[src/hw/rtl/ptab_pkg.sv]
// shared types and constants of the particle table integrator
// no dependencies
`timescale 1ns / 1ps
`default_nettype none

package ptab_pkg;

  localparam int LANE_W  = 16;
  localparam int VEC_W   = 48;
  localparam int MAX_OUT = 16;
  localparam int CNT_W   = $clog2(MAX_OUT + 1);

  // degrees q10.6 to radians q3.12, scaled by 2^24
  localparam logic [24:0] RAD_K = 25'd18740330;

  // divider: dividend width and quotient bits retired per cycle
  localparam int DIV_W     = 40;
  localparam int DIV_DIGIT = 4;
  localparam int DIV_STEPS = DIV_W / DIV_DIGIT;

  typedef enum logic {
    OP_SPAWN = 1'b0,
    OP_TICK  = 1'b1
  } op_e;

  typedef enum logic [1:0] {
    KIND_ACCEPT = 2'd0,
    KIND_REJECT = 2'd1,
    KIND_UPDATE = 2'd2
  } kind_e;

  typedef enum logic [3:0] {
    S_IDLE,
    S_FIND,
    S_SPWR,
    S_SCAN,
    S_LOAD,
    S_MUL1,
    S_MUL2,
    S_MULLO,
    S_MULHI,
    S_DIVGO,
    S_DIV,
    S_STORE,
    S_PUSH,
    S_FLUSH
  } state_e;

  typedef struct packed {
    op_e              op;
    logic [15:0]      lifetime_frames;
    logic [VEC_W-1:0] spawn_position;
    logic [VEC_W-1:0] spawn_velocity;
    logic [VEC_W-1:0] spawn_accel;
    logic [VEC_W-1:0] rotation_begin;
    logic [VEC_W-1:0] rotation_final;
    logic [VEC_W-1:0] scale_begin;
    logic [VEC_W-1:0] scale_final;
  } in_item_t;

  typedef struct packed {
    kind_e            kind;
    logic [3:0]       slot_index;
    logic [VEC_W-1:0] out_position;
    logic [VEC_W-1:0] out_rotation;
    logic [VEC_W-1:0] out_scale;
    logic             last;
  } out_item_t;

  typedef struct packed {
    logic [15:0]      frame;
    logic [15:0]      life;
    logic [VEC_W-1:0] pos;
    logic [VEC_W-1:0] vel;
    logic [VEC_W-1:0] acc;
    logic [VEC_W-1:0] rot_b;
    logic [VEC_W-1:0] rot_f;
    logic [VEC_W-1:0] scl_b;
    logic [VEC_W-1:0] scl_f;
  } slot_entry_t;

  typedef struct packed {
    logic             start;
    logic [DIV_W-1:0] dividend;
    logic [15:0]      divisor;
  } div_req_t;

  typedef struct packed {
    logic             done;
    logic [DIV_W-1:0] quotient;
  } div_rsp_t;

endpackage

`default_nettype wire

[src/hw/rtl/ptab_div.sv]
// unsigned divider, restoring, four quotient bits per cycle
// depends on ptab_pkg
`timescale 1ns / 1ps
`default_nettype none

module ptab_div (
  input  wire logic                clk_i,
  input  wire logic                rst_ni,
  input  wire ptab_pkg::div_req_t  req_i,
  output ptab_pkg::div_rsp_t       rsp_o
);
  import ptab_pkg::*;

  localparam int CW = $clog2(DIV_STEPS + 1);

  logic [DIV_W-1:0] quo_q, quo_d;
  logic [15:0]      rem_q, rem_d;
  logic [CW-1:0]    cnt_q;
  logic             done_q;

  // one radix-16 digit: four compare-subtract steps
  always_comb begin
    logic [16:0]      r;
    logic [DIV_W-1:0] qv;
    r  = {1'b0, rem_q};
    qv = quo_q;
    for (int j = 0; j < DIV_DIGIT; j++) begin
      r  = {r[15:0], qv[DIV_W-1]};
      qv = {qv[DIV_W-2:0], 1'b0};
      if (r >= {1'b0, req_i.divisor}) begin
        r     = r - {1'b0, req_i.divisor};
        qv[0] = 1'b1;
      end
    end
    quo_d = qv;
    rem_d = r[15:0];
  end

  // step counter and done pulse
  always_ff @(posedge clk_i or negedge rst_ni) begin
    if (!rst_ni) begin
      cnt_q  <= '0;
      done_q <= 1'b0;
    end else if (req_i.start) begin
      cnt_q  <= CW'(DIV_STEPS);
      done_q <= 1'b0;
    end else if (cnt_q != '0) begin
      cnt_q  <= cnt_q - CW'(1);
      done_q <= (cnt_q == CW'(1));
    end else begin
      done_q <= 1'b0;
    end
  end

  // shift register holding dividend, then quotient
  always_ff @(posedge clk_i) begin
    if (req_i.start) begin
      quo_q <= req_i.dividend;
      rem_q <= '0;
    end else if (cnt_q != '0) begin
      quo_q <= quo_d;
      rem_q <= rem_d;
    end
  end

  assign rsp_o.done     = done_q;
  assign rsp_o.quotient = quo_q;

endmodule

`default_nettype wire

[config.mk]
export PLATFORM = sky130hd
export DESIGN_NAME = ptab_div
export DESIGN_NICKNAME = d
export VERILOG_FILES = /design/src/hw/rtl/ptab_pkg.sv /design/src/hw/rtl/ptab_div.sv
export SDC_FILE = /design/constraint.sdc
export NUM_CORES = 1
export LEC_CHECK = 0
export BUFFER_PORTS_ARGS = -buffer_cell sky130_fd_sc_hd__buf_2
export CAP_MARGIN = 20
export CORE_UTILIZATION = 50
export DETAILED_ROUTE_END_ITERATION = 8
export GPL_ROUTABILITY_DRIVEN = 0
export PLACE_DENSITY = 0.72
export REMOVE_ABC_BUFFERS = 1
export SYNTH_ARGS = -nofsm -noshare
export SYNTH_HDL_FRONTEND = slang
export SYNTH_SLANG_ARGS = --single-unit
[constraint.sdc]
create_clock -name clk_i -period 20.9 [get_ports clk_i]
set_input_delay 3.135 -clock clk_i [delete_from_list [all_inputs] [get_ports clk_i]]
set_output_delay 3.135 -clock clk_i [all_outputs]
set_load 0.1 [all_outputs]
==> results.json <==
{
  "status": "finished, final reports clean",
  "grt_usage_pct": 27.96,
  "reg2reg_depth": 36,
  "ys_types": 75,
  "grt_start_max_net_pins": 49,
  "hold_path.class": "register to register",
  "ant_nets": 0,
  "synth-compound-area-share_pct": 21.88,
  "hold_depth": 2,
  "post_cts_buffers": 0,
  "wl_per_cell_um": 18.35,
  "worstSetupPathType": "input port to register",
  "yosysTopAreaCell": "edfxtp_1",
  "clock_skew_ns": 0.004380,
  "worstPathMaxFanout": 20,
  "synthArstFlopShare_pct": 8.197,
  "worst_setup_path_end_kind": "register",
  "port_buffers": 99,
  "fmax_mhz": 74.33,
  "syn_area_mm2": 0.006266,
  "synth_top_area_share_pct": 19.17,
  "slowest_delay_ns": 0.79,
  "core-area_mm2": 0.01211,
  "cp_top_family": "compound AO/OA/AOI/OAI gates",
  "initial_core_util_pct": 51.74,
  "cp.arrival_ns": 13.67,
  "cp_slowest_cell": "a21oi_2",
  "drive_gt1_share_pct": 24.87,
  "clock_path_buffers": 2,
  "die_y_um": 113.9,
  "io_pins": 100,
  "root_buffer": "clkbuf_16",
  "synth_cells": 669,
  "num_rows": 40,
  "die_w_um": 113.9,
  "drc": 0,
  "antenna_found_initial": 1,
  "ys_seq_area_share_pct": 26.28,
  "synth_warnings": 0,
  "fin_tns_setup_ns": 0,
  "routed_wl_mm": 17.25,
  "rsz0062_at_grt": "false",
  "num_vias": 5733,
  "crit_cells": 39,
  "synth-seq-cells": 61,
  "viasPerCell": 6.099,
  "hold_viol": 0,
  "period_minus_slack_ns": 13.45,
  "antenna_cells": 0,
  "die_area_mm2": 0.01298,
  "synth.area.top_cells": "edfxtp_1 (19%), ha_1 (13%), mux2_2 (9.9%)",
  "drt_iter0_markers": 557,
  "fin_crit_sh_pct": 64.37,
  "start_kind": "input port",
  "slew_viol_final": 0,
  "setup_viol": 0,
  "synthAdderAreaFrac_pct": 14.66,
  "dp_hpwl_mm": 13.66,
  "synth_top_family_by_area": "compound AO/OA/AOI/OAI gates",
  "synth-simple-area-share_pct": 12.92,
  "layout.nets": 897,
  "clk_latency_ns": 0.33,
  "synthFlopType": "edfxtp_1",
  "synth_xor_xnor_area_share_pct": 6.709,
  "synth_area_per_cell_um2": 9.366,
  "grt_overflow": 0,
  "path_buf_inv": 3,
  "worst_slew_pin_slew_ns": 1.095,
  "ctsHoldBuffers": 0,
  "dr.pass1.iters": 5,
  "grt_pass1_vias": 5580,
  "cts_buffers": 9,
  "area_delta_synth_final_pct": 15.02,
  "htreeDepth": 3,
  "relSlewSlack_pct": 27.01,
  "clkSlewWorstSetupHoldPaths_ns": 0.05,
  "grt_pass1_wl_mm": 28.12,
  "cts.sinks": 61,
  "critical_path_required_ns": 21.11,
  "cts_tree": "built",
  "synth-edff-count": 40,
  "max_cap_violations": 0,
  "muxShareOfSynthArea_pct": 13.42,
  "cts_resized": 0
}
==> worst reg2reg max path: cells and delay by family, from the launching register on <==
family	cells	cell delay, ns
buffers and inverters	1	0.08
multiplexers	2	0.83
AO/OA/AOI/OAI	21	6.36
flip-flops	1	0.43
AND/OR/NAND/NOR	8	1.65
adder cells (fa/ha/maj)	4	1.28
==> layout by cell type, fill, tap and decap left out, drive strengths merged, types with 7 or more instances in the layout <==
| cell type | n |
|---|---|
| xor2 | 20 |
| o21a | 10 |
| clkbuf | 10 |
| and2 | 9 |
| nand3 | 12 |
| a21oi | 54 |
| buf | 102 |
| inv | 48 |
| nor3 | 10 |
| mux2i | 9 |
| a211oi | 7 |
| nand2 | 35 |
| a21o | 13 |
| dfxtp | 16 |
| nand4 | 10 |
| edfxtp | 40 |
| nor2b | 14 |
| mux2 | 66 |
| xnor2 | 28 |
| nor2 | 42 |
| ha | 67 |
| a22oi | 8 |
| nand2b | 10 |
| o21ai | 40 |
| a221o | 9 |
==> metal layers <==
metal,part of all wire [%],vias to the layer above,global-route usage [%]
met1,43,2707,37.07
met2,46,278,45.90
met5,0.058,-,0
li1,-,2711,-
met3,8.6,35,5.154
met4,1.7,2,9.264
==> path summary, 6_finish.rpt <==
path                            slack (ns)                endpoint                  start
worst min register to register        0.49   rem_q[1]$_SDFFE_PP0N_  rem_q[1]$_SDFFE_PP0N_
worst max-delay path                  7.45  rem_q[14]$_SDFFE_PP0N_               req_i[1]
min in group asynchronous             2.61    cnt_q[0]$_DFFE_PN0P_                 rst_ni
worst max register to register       10.15  rem_q[14]$_SDFFE_PP0N_  rem_q[7]$_SDFFE_PP0N_
worst min-delay path                  0.49   rem_q[1]$_SDFFE_PP0N_  rem_q[1]$_SDFFE_PP0N_
max in group asynchronous            18.16    cnt_q[1]$_DFFE_PN0P_                 rst_ni
==> layout make-up <==
cell class              count  area (um2)
clock buffers              10       229.0
multi-input cells         546        4364
repair buffers            102       518.0
clock inverters             6       62.56
fillers                  1074        4905
flip-flops and latches     61        1647
well taps                 168       210.2
inverters                  47       176.4
==> flip-flops by register name, indices dropped and copies added, names as in the netlist <==
register  cells
quo_q        40
cnt_q         4
done_q        1
rem_q        16
==> synth_stat cells (all sizes together), types with 11 or more instances <==
cell type,count
nor2b,14
inv,47
ha,67
xnor2,28
a21oi,54
mux2,66
dfxtp,16
o21ai,40
a21o,13
xor2,20
nor2,42
buf,11
nand3,12
nand2,35
edfxtp,40
==> per-stage QoR <==
step                instances  setup WS [ns]  cell area [um2]  utilization (%)  hold slack, ns
floorplan                 654          8.640             6183                -          0.4454
global placement          924          7.784             6915            57.10          0.4777
detailed placement        924          7.323             6915            57.10          0.4945
CTS                       940          7.647             7207            59.50          0.5006
global route              940          6.722             7207            59.50          0.5357
finish                    940          7.447             7207            59.50          0.4899
==> logic make-up after synthesis <==
kind of cell	Yosys count
AO/OA/AOI/OAI	193
AND/OR/NAND/NOR	159
multiplexers	75
adder cells (fa/ha/maj)	71
buffers and inverters	62
flip-flops	61
XOR/XNOR	48
Power is not shown: default switching activity piles up to over one toggle a cycle in this logic, so the estimate is an artifact.
