## config.mk

```make
export PLATFORM = sky130hd
export DESIGN_NAME = ptab_ram
export DESIGN_NICKNAME = d
export VERILOG_FILES = /design/src/hw/rtl/ptab_ram.sv
export SDC_FILE = /design/constraint.sdc
export NUM_CORES = 1
export LEC_CHECK = 0
export ABC_CLOCK_PERIOD_IN_PS = 1500
export BUFFER_PORTS_ARGS = -buffer_cell sky130_fd_sc_hd__buf_2
export CORE_MARGIN = 2
export CORE_UTILIZATION = 54
export DETAILED_ROUTE_END_ITERATION = 16
export HOLD_SLACK_MARGIN = 0.15
export MAX_ROUTING_LAYER = met4
export PLACE_DENSITY = 0.74
export SYNTH_ARGS = -nofsm -noshare
export SYNTH_HDL_FRONTEND = slang
export SYNTH_SLANG_ARGS = --single-unit
```

## constraint.sdc

```tcl
create_clock -name clk_i -period 1.5 [get_ports clk_i]
set_input_delay 0.075 -clock clk_i [delete_from_list [all_inputs] [get_ports clk_i]]
set_output_delay 0.075 -clock clk_i [all_outputs]
set_load 0.05 [all_outputs]
```

## src/hw/rtl/ptab_ram.sv

```systemverilog
// generic single-write, single-read ram with registered read data
// no dependencies
`timescale 1ns / 1ps
`default_nettype none

module ptab_ram #(
  parameter int WIDTH = 8,
  parameter int DEPTH = 16
) (
  input  wire logic                                       clk_i,
  input  wire logic                                       we_i,
  input  wire logic [((DEPTH > 1) ? $clog2(DEPTH) : 1)-1:0] waddr_i,
  input  wire logic [WIDTH-1:0]                           wdata_i,
  input  wire logic [((DEPTH > 1) ? $clog2(DEPTH) : 1)-1:0] raddr_i,
  output logic      [WIDTH-1:0]                           rdata_o
);

  logic [WIDTH-1:0] mem [DEPTH];
  logic [WIDTH-1:0] rdata_q;

  // write port and registered read port
  always_ff @(posedge clk_i) begin
    if (we_i) begin
      mem[waddr_i] <= wdata_i;
    end
    rdata_q <= mem[raddr_i];
  end

  assign rdata_o = rdata_q;

endmodule

`default_nettype wire

```

==> metrics.cfg, run 1 <==
[synthesis]
syn_avg_cell_area_um2=22.5
synth_area_mm2=0.00515
syn_inst=229
syn_nets=247
synth-seq-cells=136
synth_top_cell_by_area=edfxtp_1
yosysWarnings=0
yosys.cell_types.count=19
synth-seq-area-share_pct=77.8
synth_top_area_share_pct=74.7
netlist_top_cells_area=edfxtp_1 75%, mux4_2 7.9%, mux4_1 7.1%, dfxtp_1 3.1%, a22oi_1 2.3%

[critical_path]
crit_path_cell_trace=dlygate4sd3_1 > buf_2 > nor3_2 > dlygate4sd3_1 > buf_6
critical_path.top_delay_family=buffers and inverters
regToRegSetupSlack_ps=60
cp_slowest_cell=dlygate4sd3_1
required_ps=1710
cp_slowest_stage_delay_ps=580
path_class=in2reg
path_buf_inv=4
crit_arrival_ps=1660
path_max_fanout=8
path_common_cell=dlygate4sd3_1
cp-start-kind=input pin
crit_path_end_kind=flop

[cts]
postCtsSetupBuffers=0
cts_buffer_depth=2
cts_tree=built
clock_sinks=136
numCtsBuffers=17
htree_levels=4
clock_latency_ps=510
path_clk_slew_ps=60
root_buffer=clkbuf_8

[route]
drt_pass1_iterations=4
routed-via-count=2494
drtIter0Drc=236
drtAntennaViolNets=0
routed_wl_mm=9.88
vias_per_cell=5.64
drt-wirelength-per-cell_um=22.3
drc_errors=0

[placed_design]
dp_hpwl_mm=6.05
port_buffers=25
place_ws_ps=-9.00
dp_cells=396
place.gp.congestion=0.725
placed_cell_area_mm2=0.00556

[timing]
hold_viol_final=0
fin_ws_ps=56.6
layout_min_cycle_time_ps=1440
worst_pin_slew_ps=765
finalCritPeriodShare_pct=96.2
setup_viol=0
rsz0062_at_grt=false
slew_headroom_pct=48.8
skew_ps=5.50
slew_violations=0
fmax_mhz=693

[floorplan]
rows=35
dieArea_mm2=0.0103
io_pins=26
core_mm2=0.00924
die_w_um=102
start_util_pct=55.7
die_h_um=102

[grt]
grt_pass1_wl_mm=15.2
grt_pass1_vias=2556
grt_usage_pct=21.9
grt-ovfl-total=0
grt_start_max_net_pins=33
grt_antenna_before_repair=0

[layout]
stdcell_count=442
design_area_mm2=0.00637
fillers=540
multi_input_area_mm2=0.00106
nets=318
area_growth_pct=23.8
drive_gt1_share_pct=31.3
antenna_cells=0
seq_area_mm2=0.00400

[power_and_ir_drop]
powerDensity_mw_per_mm2=1470
power.leakage_nw=2.22
ir_worst_vdd_uv=835

[flow_run]
drv_cap=0

[status]
outcome=complete, no violations

[min_path]
hold_path_class=in2reg

layer usage:
metal,GRT usage (%),routed length [µm]
met3,6.35,566
met5,-,0
met4,6.65,101
met1,29.6,4350
met2,32.9,4860
worst paths after layout:
| check | endpoint | cells after the start | start |
|---|---|---|---|
| hold reg to reg | rdata_o[3]$_DFF_P_ | 3 | mem[15][3]$_DFFE_PP_ |
| hold / removal | rdata_o[1]$_DFF_P_ | 4 | raddr_i[0] |
| setup reg to reg | rdata_o[1]$_DFF_P_ | 3 | mem[0][1]$_DFFE_PP_ |
| setup / recovery | mem[0][5]$_DFFE_PP_ | 5 | waddr_i[1] |
worst reg2reg max path, stage by stage, from the launching register on:
cell and delay (ps):
edfxtp_1 410, mux4_1 510, a22oi_1 310, nand2_1 80
layout make-up:
cell class / count / area share (%)
Clock inverter: 11 / 3.43
Timing Repair Buffer: 62 / 7.52
Clock buffer: 21 / 7.05
Tap cell: 129 / 2.53
Sequential cell: 136 / 62.8
Multi-Input combinational cell: 83 / 16.7
per-stage QoR:
step | power, W | hold slack, ps | util, % | TNS, ps
finish | 0.00939 | 160 | 69.0 | 0
global route | 0.00966 | 165 | 69.0 | 0
CTS | 0.00944 | 157 | 69.0 | 0
detailed placement | 0.00484 | 467 | 60.2 | -9.00
global placement | 0.00482 | 444 | 60.2 | 0
floorplan | 0.00465 | 174 | - | 0
synth_stat cells:
master and instances:
edfxtp_1 128, mux4_2 18, a22oi_1 16, mux4_1 14, nor2_1 13, nand2_1 9, dfxtp_1 8, nor3_1 4
buf_2 3, buf_6 3, clkdlybuf4s25_2 3, nand2b_1 2, nand3b_1 2, and2_1 1, and2b_1 1, buf_4 1
nand3_1 1, nor2b_1 1, or3b_2 1
where the power goes:
part	leakage [nW]	switching, W	internal, W
Clock	0.323	0.00147	0.00313
Combinational	0.670	0.000308	0.000202
Sequential	1.22	0.0000233	0.00425
registers in the layout, indices dropped and copies added, names as in the netlist:
register,cells
mem,128
rdata_o,8
logic make-up after synthesis:
family,synth area share (%)
AOI/OAI and AO/OA,2.33
buffers and inverters,1.68
DFF,77.8
muxes,15.0
and+or+nand+nor,3.18
layout by cell type (no fill, tap or decap), types with 2 or more instances in the layout:
cell / count
edfxtp_1: 128
buf_2: 25
buf_4: 19
mux4_2: 18
a22oi_1: 16
clkbuf_16: 16
mux4_1: 14
dlygate4sd3_1: 14
nor2_1: 13
nand2_1: 9
dfxtp_1: 8
bufinv_16: 6
nor3_1: 3
clkbuf_8: 3
buf_12: 3
nand3b_1: 2
nand2b_1: 2
clkbuf_1: 2
clkinv_4: 2
repair_timing:
action | in CTS | in global routing
endpoints found under the hold margin | 147 | 0
endpoints found under the setup margin | 0 | 3
gates resized for setup | 0 | 1
hold buffers | 14 | 0
No activity file was read; power rests on OpenSTA's default activity.
==> run 2, diff against run 1 <==
Settings changed: ABC_AREA set to 1.
==> run 2 against run 1 <==
Die area grew 12%; synthesized area grew 12%; via count grew 58%; combinational power grew 23%; first-iteration DRC count grew 80%; non-clock buffer count is the same; flip-flop and latch count is the same; critical path type unchanged; largest power group unchanged; highest routed layer unchanged.
==> metrics.cfg, run 2 <==
[status]
outcome=complete, no violations

[floorplan]
start_util_pct=55.6  ; -0.097 points
die_h_um=107  ; +5.6%
io_pins=26  ; unchanged
dieArea_mm2=0.0115  ; +12%
core_mm2=0.0104  ; +12%
die_w_um=107  ; +5.6%
rows=37  ; +5.7%

[placed_design]
port_buffers=25  ; unchanged
dp_cells=709  ; +79%
placed_cell_area_mm2=0.00607  ; +9.0%
place.gp.congestion=0.947  ; +31%
dp_hpwl_mm=7.44  ; +23%

[synthesis]
synth_top_cell_by_area=edfxtp_1
synthSimpleGateAreaFrac_pct=21.0  ; +18 points
synth_top_family_by_area=simple AND/OR/NAND/NOR gates
synthAdderAreaFrac_pct=0  ; unchanged
syn_nets=569  ; +130%
synth-seq-area-share_pct=69.4  ; -8.4 points
async_flop_share_pct=0  ; unchanged
synth_xor_area_share_pct=0  ; unchanged
synth-seq-cells=136  ; unchanged
yosys-mux-area-fraction_pct=0  ; -15 points
synth_edf_count=128  ; unchanged
syn_avg_cell_area_um2=10.5  ; -53%
yosys.cell_types.count=12  ; -7
syn_inst=551  ; +140%
synth_compound_area_share_pct=0  ; -2.3 points
ys_top_cells_by_count=173 x nand2_1, 128 x edfxtp_1, 100 x inv_1
synth_top_area_share_pct=66.7  ; -8.0 points
synth_area_mm2=0.00577  ; +12%
synth_flop_cell=edfxtp_1
yosysMostFrequentCell=nand2_1
yosysWarnings=0  ; unchanged
netlist_top_cells_area=edfxtp_1 67%, nand2_1 11%, nand3_1 8.4%, inv_1 6.5%, dfxtp_1 2.8%

[layout]
largest_reg_flops=128  ; unchanged
mostFrequentLayoutCells=173 x nand2_1, 128 x edfxtp_1, 100 x inv_1, 97 x nand3_1, 25 x buf_2
stdcell_count=757  ; +71%
largest-register=mem
mostFrequentLayoutCell=nand2_1
fillers=791  ; +46%
nets=626  ; +97%
design_area_mm2=0.00685  ; +7.5%
drive_gt1_share_pct=12.7  ; -19 points
area_growth_pct=18.8
antenna_cells=0  ; unchanged

[route]
vias_per_cell=5.21  ; -7.6%
drt-wirelength-per-cell_um=16.8  ; -25%
routed-via-count=3947  ; +58%
drtAntennaViolNets=0  ; unchanged
routed_wl_mm=12.7  ; +29%
drt_pass1_iterations=5  ; +1
drtIter0Drc=424  ; +80%
drc_errors=0  ; unchanged

[power_and_ir_drop]
clkPwrFrac_pct=46.8  ; -2.2 points
fin_total_pwr_w=0.00922  ; -1.8%
power.leakage_nw=3.00  ; +35%
pwr-share-comb_pct=6.8  ; +1.4 points
powerDensity_mw_per_mm2=1350  ; -8.6%
ir_worst_vdd_uv=1130  ; +35%
internal_power_w=0.00722  ; -4.8%
power_frac_seq_pct=46.3  ; +0.8 points
p_sw_share_pct=21.7  ; +2.5 points
power_switching_w=0.00200  ; +11%

[grt]
grt_pass1_wl_mm=20.5  ; +35%
grt_start_max_net_pins=65  ; +97%
grt_antenna_before_repair=0  ; unchanged
grt_pass1_vias=3894  ; +52%
grt-ovfl-total=0  ; unchanged
grt_usage_pct=25.1  ; +3.2 points

[critical_path]
required_ps=1900  ; +190 ps
path_buf_inv=3  ; -1
path_max_fanout=17  ; +9
critical_path.top_delay_family=buffers and inverters
crit_arrival_ps=1760  ; +100 ps
crit_path_end_kind=flop
path_class=in2reg
crit_path_cell_trace=dlygate4sd3_1 > buf_2 > inv_1 > nand3_1 > nand3_1 > nand2_1
rr_startpoint=mem[1][7]$_DFFE_PP_
cp_slowest_stage_delay_ps=540  ; -40 ps
path_common_cell=nand3_1
cp-start-kind=input pin
critPathLaunch=raddr_i[2]
cp_slowest_cell=dlygate4sd3_1

[cts]
postCtsSetupBuffers=0  ; unchanged
cts_buffer_depth=2  ; unchanged
cts_tree=built
htree_levels=4  ; unchanged
numCtsBuffers=17  ; unchanged
path_clk_slew_ps=60  ; about the same
clock_latency_ps=520  ; about the same
root_buffer=clkbuf_8
clock_sinks=136  ; unchanged

[timing]
worst_pin_slew_ps=601  ; -164 ps
slew_headroom_pct=59.9  ; +11 points
setup_viol=0  ; unchanged
setup_tns_ps=0  ; unchanged
finalCritPeriodShare_pct=90.7  ; -5.5 points
slew_violations=0  ; unchanged
rsz0062_at_grt=false
layout_min_cycle_time_ps=1360  ; -83.0 ps
skew_ps=13.0  ; +7.52 ps
fmax_mhz=735  ; +6.1%
hold_viol_final=0  ; unchanged

[min_path]
min_from=raddr_i[1]
hold_path_class=in2reg

[flow_run]
drv_cap=0  ; unchanged

==> run 2: worst paths after layout <==
| path | endpoint | slack [ps] | depth (start not counted) |
|---|---|---|---|
| max reg2reg | rdata_o[7]$_DFF_P_ | 450 | 6 |
| max | rdata_o[7]$_DFF_P_ | 140 | 6 |
| min | rdata_o[6]$_DFF_P_ | 220 | 6 |
| min reg2reg | rdata_o[7]$_DFF_P_ | 680 | 6 |
==> run 2: repair_timing <==
item,CTS,global route
setup endpoints to repair,0,2
hold buffers,16,1
endpoints found under the hold margin,144,2
resized for setup,0,1
==> run 2: per-stage QoR <==
stage / util, % / setup WS, ps / hold slack [ps]
final: 66.1 / 140 / 216
after global routing: 66.1 / 40.1 / 239
after CTS: 66.0 / 37.1 / 202
after detailed placement: 58.5 / 188 / 457
after global placement: 58.5 / 189 / 446
after floorplan: - / 474 / 174
==> run 2: logic make-up after synthesis <==
family	Yosys count
simple gates	289
buf+inv	126
flops	136
==> run 2: cell type report <==
type,count,area (µm²),area share (%)
multi-input combinational,289,1220,17.8
tap,136,170,2.48
inverter,102,383,5.59
clock buffer,21,449,6.56
sequential,136,4000,58.4
clock inverter,11,173,2.52
timing repair buffer,62,455,6.65
==> run 2: tightest hold or removal path: cells and delay by family <==
kind,cells,cell delay [ps]
buf+inv,2,320
simple gates,4,270
==> run 2: layer usage <==
metal,routed length (µm),track usage [%]
met1,5400,32.2
met5,0,-
met2,6090,39.6
met3,925,5.08
met4,310,10.1
==> run 2: power by group through the flow <==
stage                     Combinational (W)  Sequential (W)  Clock [W]
final                              0.000630         0.00427    0.00432
after global routing               0.000690         0.00428    0.00454
after CTS                          0.000628         0.00427    0.00437
after detailed placement           0.000590         0.00435          0
after global placement             0.000578         0.00435          0
after floorplan                    0.000300         0.00444          0
